### config.mk
export PLATFORM = sky130hd
export DESIGN_NAME = wvp_div
export DESIGN_NICKNAME = d
export VERILOG_FILES = /design/src/wvp_div.sv
export SDC_FILE = /design/constraint.sdc
export NUM_CORES = 1
export LEC_CHECK = 0
export BUFFER_PORTS_ARGS = -buffer_cell sky130_fd_sc_hd__buf_2
export CAP_MARGIN = 10
export CORE_MARGIN = 5
export CORE_UTILIZATION = 35
export DETAILED_ROUTE_END_ITERATION = 8
export PLACE_DENSITY = 0.52
export SYNTH_ARGS = -nofsm -noshare
export SYNTH_HDL_FRONTEND = slang
export SYNTH_SLANG_ARGS = --single-unit
### constraint.sdc
create_clock -name clk -period 4.22 [get_ports clk]
set_input_delay 0.844 -clock clk [delete_from_list [all_inputs] [get_ports clk]]
set_output_delay 0.844 -clock clk [all_outputs]
set_load 0.1 [all_outputs]
### src/wvp_div.sv
// Restoring divider, one quotient bit per cycle.
// Used for the loop wrap remainder, the gain and the release fade. No dependencies.
`default_nettype none
module wvp_div #(
	parameter int W = 32
) (
	input  wire logic         clk,
	input  wire logic         arst_n,
	input  wire logic         start,
	input  wire logic [W-1:0] num,
	input  wire logic [W-1:0] den,
	output logic              done,
	output logic      [W-1:0] quot,
	output logic      [W-1:0] rem
);

	localparam int CNT_W = $clog2(W);

	logic [W-1:0]     rem_q;
	logic [W-1:0]     quot_q;
	logic [W-1:0]     den_q;
	logic [CNT_W-1:0] cnt_q;
	logic             busy_q;
	logic             done_q;
	logic [W:0]       r_sh;
	logic [W:0]       diff;

	assign r_sh = {rem_q, quot_q[W-1]};
	assign diff = r_sh - {1'b0, den_q};

	always_ff @(posedge clk or negedge arst_n) begin
		if (!arst_n) begin
			busy_q <= 1'b0;
			done_q <= 1'b0;
			cnt_q  <= '0;
		end else begin
			done_q <= 1'b0;
			if (start) begin
				busy_q <= 1'b1;
				cnt_q  <= '0;
			end else if (busy_q) begin
				cnt_q <= cnt_q + CNT_W'(1);
				if (cnt_q == CNT_W'(W-1)) begin
					busy_q <= 1'b0;
					done_q <= 1'b1;
				end
			end
		end
	end

	always_ff @(posedge clk) begin
		if (start) begin
			rem_q  <= '0;
			quot_q <= num;
			den_q  <= den;
		end else if (busy_q) begin
			if (!diff[W]) begin
				rem_q  <= diff[W-1:0];
				quot_q <= {quot_q[W-2:0], 1'b1};
			end else begin
				rem_q  <= r_sh[W-1:0];
				quot_q <= {quot_q[W-2:0], 1'b0};
			end
		end
	end

	assign done = done_q;
	assign quot = quot_q;
	assign rem  = rem_q;

endmodule
`default_nettype wire

==> metrics.cfg <==
[clock_network]
cts_root_buffer=clkbuf_16
clock-sinks=103
clockBufferDepth=2
cts_buffers=9
htreeDepth=3
clkTransAtPathRegs_ns=0.08
cts_tree=done
postCtsHoldBufs=0
post-cts-setup-buffers=0
ctsResizeCount=0
clock_latency_ns=0.36

[timing]
tightestPinTransition_ns=1.03
timing.setup.tns_ns=0
hold_viol=0
skew_ns=0.0155
rsz0062_at_grt=no
fin_crit_sh=0.836
layout_min_cycle_time_ns=3.53
slew_headroom=0.312
setup_viol=0
slew_violations=0
max_freq_mhz=284

[power_and_ir_drop]
p_per_area_mw_per_mm2=357
p_leak_uw=0.00319
irDropWorstVdd_v=0.000260

[setup_path]
worstSetupEndpointType=flop
worstPathArrival_ns=3.78
worst_setup_path_start_kind=flop
critical_path_class=reg2reg
cp.required_ns=4.48
path_max_fanout=20

[synth]
synth_ff_type=edfxtp_1
netlist_area_mm2=0.00589
postSynth.asyncResetShare=0.0680
ys_ff_latch=103
yosysWarningCount=0
synth.yosys.seq_area_share=0.465
syn_nets=679
synth_edf_count=64
syn_area_per_cell_um2=10.2
netlist_instances=577
ys_types=62

[final_layout]
diodes=0
utilization=0.427
fin_nets=802
final_area_mm2=0.00705
drive_above_1_share=0.279
syn2layout_area_growth_pct=19.8

[placement]
portBuffers=131
place.gp.congestion=0.838
post-dp-hpwl_mm=11.0
place_area_mm2=0.00676

[run_status]
status=finished clean

[grt]
grt_pass1_wl_mm=24.4
grt_pass1_vias=4830
gr-total-overflow=0
antenna_found_initial=1
track_usage=0.152
grt_max_degree=65

[floorplanning]
fp.coreArea_mm2=0.0165
die_area_mm2=0.0195
start_util=0.356
die_width_um=140
ios=132
core.rowCount=47
die_h_um=140

[routing]
firstDrtPassIters=4
wirelength_mm=14.8
drt-initial-drc-count=254
postRouteAntennaNets=0
vias_per_cell=4.98
routed-via-count=4609
wl_per_cell_um=16.0
drc_errors=0

[run]
maxCapViolations=0

[worst_hold_path]
hold_path_class=in2async

routing by layer:
metal	track usage	part of all wire	vias up	routed length, µm
met4	0.0398	0.0079	2	117
met1	0.192	0.46	2169	6750
met5	0	0.00047	-	7
met3	0.0456	0.057	8	836
met2	0.255	0.48	102	7080
li1	-	-	2328	-
cell type report:
| type | instances | area (µm²) |
|---|---|---|
| sequential | 103 | 2740 |
| clock buffer | 9 | 225 |
| timing repair buffer | 137 | 716 |
| multi-input combinational | 411 | 2890 |
| inverter | 38 | 143 |
| clock inverter | 7 | 66.3 |
| tap | 220 | 275 |
| fill | 1657 | 9470 |
state kept, by name (all words and copies together), names as in the netlist:
register  flops
den_q        32
quot         32
rem          32
cnt_q         5
busy_q        1
done          1
final timing paths:
kind / slack (ns) / from / cells after the start / end
max reg2reg: 0.69 / quot[31] / 13 / rem[6]
max in group asynchronous: 3.75 / arst_n / 1 / busy_q
min reg2reg: 0.51 / rem[23] / 2 / rem[24]
min: 0.30 / arst_n / 1 / busy_q
max: 0.69 / quot[31] / 13 / rem[6]
min in group clk: 0.51 / rem[23] / 2 / rem[24]
cell usage in the layout (no fill, tap or decap), drive strengths merged, types with 5 or more instances in the layout:
cell    Yosys  routed
buf        10     137
nand2      80      80
edfxtp     64      64
nor2       49      49
inv        38      40
ha         34      34
dfxtp      32      32
mux2       31      31
a21oi      30      30
a311oi     24      24
o21ai      21      21
xnor2      18      18
xor2       15      15
a21o       10      10
clkbuf     15       9
nand2b      8       8
and3        8       8
nand3       8       8
nand4       7       7
dfrtp       7       7
nor2b       5       5
a31oi       5       5
nor3        5       5
kinds of logic after synthesis:
family	Yosys count	synth area share
XOR/XNOR	33	0.0536
adder cells (fa/ha/maj)	35	0.0757
buffers and inverters	63	0.0444
AO/OA/AOI/OAI	129	0.153
flip-flops	103	0.465
AND/OR/NAND/NOR	180	0.143
multiplexers	34	0.0644
power by group:
part / switching, µW / total, µW / leakage, µW / internal (µW)
logic: 392 / 525 / 0.00204 / 133
registers: 28.3 / 1170 / 0.00100 / 1140
clock network: 412 / 825 / 0.000141 / 413
total: 832 / 2520 / 0.00319 / 1680
stage by stage:
step / hold slack [ns] / total power (µW) / std cells / worst slack [ns]
4_1_cts: 0.296 / 2550 / 925 / 0.584
2_1_floorplan: 0.493 / 1600 / 577 / 0.866
3_3_place_gp: 0.502 / 1710 / 909 / 0.803
5_1_grt: 0.308 / 2620 / 925 / 0.294
6_report: 0.303 / 2520 / 925 / 0.693
3_5_place_dp: 0.505 / 1720 / 909 / 0.642
cell usage after synthesis, drive strengths merged, types with 2 or more instances:
cell type | n | area [µm²]
nor2 | 49 | 200
nand2 | 80 | 305
xnor2 | 18 | 165
a21boi | 4 | 30.0
a32oi | 3 | 26.3
buf | 10 | 62.6
o22ai | 2 | 12.5
and3 | 8 | 50.1
o21ai | 21 | 105
a21o | 10 | 75.1
dfrtp | 7 | 175
and2 | 4 | 25.0
xor2 | 15 | 150
o21a | 3 | 22.5
nand4 | 7 | 58.8
nand2b | 8 | 50.1
nor2b | 5 | 31.3
or3 | 2 | 12.5
mux2 | 31 | 349
a31oi | 5 | 31.3
nand3 | 8 | 40.0
ha | 34 | 425
o21bai | 4 | 30.0
o2111ai | 2 | 17.5
a21oi | 30 | 154
o211ai | 4 | 35.0
clkbuf | 15 | 56.3
o221ai | 2 | 17.5
o31ai | 2 | 15.0
dfxtp | 32 | 641
or2 | 2 | 12.5
o41ai | 2 | 25.0
nor3 | 5 | 36.3
a211oi | 3 | 22.5
edfxtp | 64 | 1920
mux2i | 3 | 30.0
a311oi | 24 | 210
inv | 38 | 143
critical path, stage by stage (launching register included):
cell	delay, ns
edfxtp_1	0.41
inv_1	0.08
ha_1	0.18
fa_1	0.19
nand2b_1	0.16
a21oi_1	0.14
o211ai_1	0.25
nand2_2	0.12
nor3_4	0.29
nor2_8	0.09
xnor2_2	0.80
buf_4	0.35
nand2_1	0.07
a311oi_1	0.29
Power figures use the tool's default switching activity.
